[src/design/qvr_pkg.sv]
// ----------------------------------------------------------------------------
// qvr_pkg: shared definitions for the quaternion vector rotator
// Default widths and the pipeline enable bundle shared by the datapath units.
// ----------------------------------------------------------------------------
package qvr_pkg;

	localparam int DATA_WIDTH_DEF = 16;
	localparam int FRAC_BITS_DEF  = 14;

	localparam int MAT_TERMS = 9;
	localparam int ROW_TERMS = 3;

	typedef struct packed {
		logic s1;
		logic s2;
		logic s3;
		logic out;
	} pipe_en_t;

endpackage

[src/design/qvr_lane.sv]
// ----------------------------------------------------------------------------
// qvr_lane: one output row of the rotation
// Multiplies a matrix row by the vector, then rounds, sums and clips the row.
// ----------------------------------------------------------------------------
module qvr_lane #(
	parameter int DATA_WIDTH = qvr_pkg::DATA_WIDTH_DEF,
	parameter int FRAC_BITS  = qvr_pkg::FRAC_BITS_DEF
) (
	input  logic                         clk,
	input  qvr_pkg::pipe_en_t            en,
	input  logic signed [DATA_WIDTH-1:0] row   [qvr_pkg::ROW_TERMS],
	input  logic signed [DATA_WIDTH-1:0] vec   [qvr_pkg::ROW_TERMS],
	output logic signed [DATA_WIDTH-1:0] sum,
	output logic                         sat
);
	import qvr_pkg::*;

	localparam int PW = 2 * DATA_WIDTH;
	localparam int QW = 2 * DATA_WIDTH + 3;
	localparam logic signed [QW-1:0] HALF = QW'(1) <<< (FRAC_BITS - 1);
	localparam logic signed [QW-1:0] SMAX = (QW'(1) <<< (DATA_WIDTH - 1)) - QW'(1);
	localparam logic signed [QW-1:0] SMIN = -SMAX - QW'(1);

	logic signed [PW-1:0] prod_s3 [ROW_TERMS];
	logic signed [QW-1:0] acc;

	function automatic logic signed [QW-1:0] rnd(input logic signed [PW-1:0] p);
		logic signed [QW-1:0] t;
		t = QW'(p) + HALF;
		return t >>> FRAC_BITS;
	endfunction

	always_ff @(posedge clk) begin
		if (en.s3) begin
			for (int n = 0; n < ROW_TERMS; n++) begin
				prod_s3[n] <= row[n] * vec[n];
			end
		end
	end

	always_comb begin
		acc = rnd(prod_s3[0]) + rnd(prod_s3[1]) + rnd(prod_s3[2]);
		if (acc > SMAX) begin
			sum = SMAX[DATA_WIDTH-1:0];
			sat = 1'b1;
		end else if (acc < SMIN) begin
			sum = SMIN[DATA_WIDTH-1:0];
			sat = 1'b1;
		end else begin
			sum = acc[DATA_WIDTH-1:0];
			sat = 1'b0;
		end
	end

endmodule

[config.mk]
export PLATFORM = sky130hd
export DESIGN_NAME = qvr_lane
export DESIGN_NICKNAME = d
export VERILOG_FILES = /design/src/design/qvr_pkg.sv /design/src/design/qvr_lane.sv
export SDC_FILE = /design/constraint.sdc
export NUM_CORES = 2
export LEC_CHECK = 0
export BUFFER_PORTS_ARGS = -buffer_cell sky130_fd_sc_hd__clkbuf_2
export CAP_MARGIN = 20
export CORE_MARGIN = 2
export CORE_UTILIZATION = 45
export CTS_CLUSTER_SIZE = 28
export DETAILED_ROUTE_END_ITERATION = 12
export HOLD_SLACK_MARGIN = 0.03
export PLACE_DENSITY = 0.61
export SYNTH_ARGS = -nofsm -noshare
export SYNTH_HDL_FRONTEND = slang
export SYNTH_SLANG_ARGS = --single-unit
[constraint.sdc]
create_clock -name clk -period 7.6 [get_ports clk]
set_clock_uncertainty 0.15 [all_clocks]
set_input_delay 0.38 -clock clk [delete_from_list [all_inputs] [get_ports clk]]
set_output_delay 0.38 -clock clk [all_outputs]
set_load 0.03 [all_outputs]
---- Word level (Yosys, flattened, before mapping) ----
Memory sizes are Yosys's and may differ from the RTL's.
Index checks and enable logic that the tools add are counted.
storage, ports and cells
  register bits ........................... 0
  bits in writable memories ............... 96
  input bits .............................. 101
  logic and storage cells ................. 17
  memories ................................ 1
cells by class
  add/subtract/negate cells ............... 5
  $mul .................................... 3
  magnitude comparators ................... 2
  mux-type cells .......................... 6
memory list
  memory   depth  bits a word  read ports  clocked after memory_dff  write ports  line            source
  prod_s3  3      32           3           0                         3            qvr_lane.sv:24  logic signed [PW-1:0] prod_s3 [ROW_TERMS];
operators by type and width
  cell                                                                                number
  32-bit by 15-bit adder with 33-bit output (second input constant)                   3
  16-bit by 16-bit multiplier with 32-bit output                                      3
  16-bit two-way mux                                                                  2
  20-bit by 19-bit adder with 21-bit output                                           1
  21-bit by 16-bit greater-than comparator with 1-bit output (second input constant)  1
  21-bit by 16-bit < comparator with 1-bit output (second input constant)             1
  19-bit by 19-bit adder with 20-bit output                                           1
  1-bit two-way mux                                                                   4

---- Depth between registers and ports, before layout ----
  word-level depth ........................ 6
  gate-level depth with buffers ........... 23
  depth with buffers taken out ............ 22

---- Worst setup path before layout ----
OpenSTA, ideal clock, no wires.
  path kind ............................... input port to flip-flop
  from .................................... input port row[47] (netlist bit)
  to ...................................... memory prod_s3[0][29] (netlist bit), data pin
  setup time .............................. 262 ps
  arrival ................................. 5940 ps
  data required time ...................... 7188 ps
  path slack .............................. 1248 ps
  stages .................................. 18
  cells stage by stage .................... clkbuf_1 nand2_1 inv_1 fa_1 fa_1 fa_1 fa_1 fa_1 fa_1 ha_1 a21o_1 a21o_1 a21o_1 or3_1 o21ba_2 o21bai_1 a211oi_1 nor2_1
RTL lines
  item                line            source
  start: declaration  qvr_lane.sv:11  input logic signed [DATA_WIDTH-1:0] row [qvr_pkg::ROW_TERMS],
  end: declaration    qvr_lane.sv:24

==> impl_metrics.yaml <==
yosys:
  synthDominantCellAreaShare_pct: 49.6
  synth.top_cells.by_count: "inv_1, fa_1, nand2_1"
  yosysMostFrequentCell: "inv_1"
  postSynth.asyncResetShare_pct: 0
  synthTopCellsByArea: "fa_1, inv_1, ha_1, and2_1, edfxtp_1"
  syn_nets: 4617
  ys_seq_area_share_pct: 5.28
  yosysWarnings: 0
  yosysTopAreaCell: "fa_1"
  synth_flop_cell: "edfxtp_1"
  synthCells: 3454
  synth_area_per_cell_um2: 9.39
  synth-edff-count: 57
  netlist-cell-type-count: 69
  ys_seq_elements: 57
  synth_area_um2: 32400
final_layout:
  largestRegisters: "prod_s3 x57"
  fin_util_pct: 47.8
  largest_reg_flops: 57
  drive_gt1_share_pct: 4.47
  top_register: "prod_s3"
  fillers: 6945
  nets: 4648
  antenna_cells: 0
  areaGrowthSynthToFinish_pct: 5.18
cts:
  numCtsBuffers: 9
  cts-root-buf: "clkbuf_16"
  htreeDepth: 3
  cts.repair.resized: 0
  cts_tree: "built"
  cts_buffer_depth: 2
  clk_pin_slew_worst_paths_ns: 0.05
  cts_setup_buffers: 0
  cts_hold_buf: 0
  clock_sinks: 57
run_status:
  outcome: "complete, no violations"
detailed_routing:
  drc_errors: 0
  ant_nets: 0
  post_drt_wl_per_cell_um: 15.3
  dr.pass1.iters: 6
  vias: 21981
  wl_mm: 68.1
  drtIter0Drc: 1122
  viasPerCell: 4.95
worst_setup_path:
  cp.required_ns: 7.53
  critPathArrivalTime_ns: 6.40
  start_kind: "primary input"
  cp_max_fo: 15
  setup.worst_path.end_class: "flip-flop"
  critical_path_class: "primary input to flip-flop"
die:
  chipHeight_um: 272
  die_x_um: 272
  io-pin-count: 118
  die_area_um2: 74200
  num_rows: 98
  core_um2: 71400
  start_util_pct: 45.4
timing:
  finalSetupViolCount: 0
  rsz0062_at_grt: "no"
  setup_slack_ns: 1.12
  finalCriticalPeriod_ns: 6.48
  worst_pin_slew_ns: 0.738
  setup_tns_ns: 0
  fin_crit_sh_pct: 85.2
  hold_violations: 0
  max_freq_ghz: 0.154
  maxSlewHeadroom_pct: 50.8
  finalMaxSlewViolations: 0
global_routing:
  grt_pass1_wl_mm: 117
  overflow: 0
  antenna_found_initial: 0
  gr-usage-all-layers_pct: 19.5
  grt_max_degree: 58
  grt_pass1_vias: 23423
placement:
  dpl.hpwl_mm: 57.8
  gp_congestion: 0.831
  dpl_worst_slack_ns: 0.736
  numPortBuffers: 114
min_path:
  min_path_type: "primary input to flip-flop"
run:
  cap_violations: 0
layout make-up:
class	instances	area [um2]	area share, %
Clock buffer	10	229	0.671
Clock inverter	6	45.0	0.132
Inverter	906	3400	9.97
Multi-Input combinational cell	2393	26900	79.0
Sequential cell	57	1710	5.02
Tap cell	950	1190	3.48
Timing Repair Buffer	118	601	1.76
path summary, 6_finish.rpt:
check                                      end  cells past startpoint  startpoint  slack, ns
worst min-delay path  prod_s3[0][77]$_DFFE_PP_                      2       en[1]       0.56
worst max-delay path  prod_s3[0][29]$_DFFE_PP_                     18     vec[33]       1.12
worst max-delay path: stages:
cell	delay, ns
clkbuf_2	0.26
nand2_1	0.20
inv_1	0.10
fa_1	0.64
fa_1	0.90
fa_1	0.53
fa_1	0.57
fa_1	0.43
fa_1	0.44
ha_1	0.36
a21o_1	0.21
a21o_1	0.17
a21o_1	0.20
or3_1	0.29
o21ba_2	0.30
o21bai_1	0.12
a211oi_1	0.24
nor2_1	0.06
layout by cell type (no fill, tap or decap), types with 13 or more instances in the layout:
cell      synthesis  final
nand4_1          15     15
inv_1           906    906
a21oi_1          47     47
and2_1          371    371
nand3_1          30     30
xor2_1           47     47
and3_1           13     13
fa_1            803    803
o21ai_0          46     46
a21o_1           19     19
nand2_1         398    398
nor3_1           15     15
nor2_1           88     88
edfxtp_1         57     57
ha_1            259    259
nand2b_1         20     20
xnor2_1          94     94
clkbuf_2          0    114
cells by family after synthesis:
kind of cell	count (synthesis)	share of synthesized area, %
AOI/OAI and AO/OA	209	4.53
xor gates and xnor gates	141	3.81
adders and majority gates	1062	59.6
muxes	2	0.0617
DFF	57	5.28
buffers and inverters	1004	11.7
and+or+nand+nor	979	15.1
layer usage:
metal  global-route usage (%)  share of wire [%]  vias to the layer above
met4                     2.95                1.3                        0
li1                         -                  -                    10204
met1                     27.9                 46                    11317
met2                     33.0                 49                      403
met3                     1.70                3.8                       57
met5                        0                  0                        -
stage by stage:
| step | area (um2) | hold WS [ns] | cells |
|---|---|---|---|
| detailed placement | 33800 | 0.942 | 4424 |
| finish | 34100 | 0.560 | 4440 |
| global placement | 33800 | 0.935 | 4424 |
| global route | 34100 | 0.633 | 4440 |
| CTS | 34100 | 0.601 | 4440 |
| floorplan | 32400 | 0.342 | 3454 |
Power is left out: the tool's default activity adds up to more than one toggle a clock period on the data nets, which glitch-free logic cannot reach.
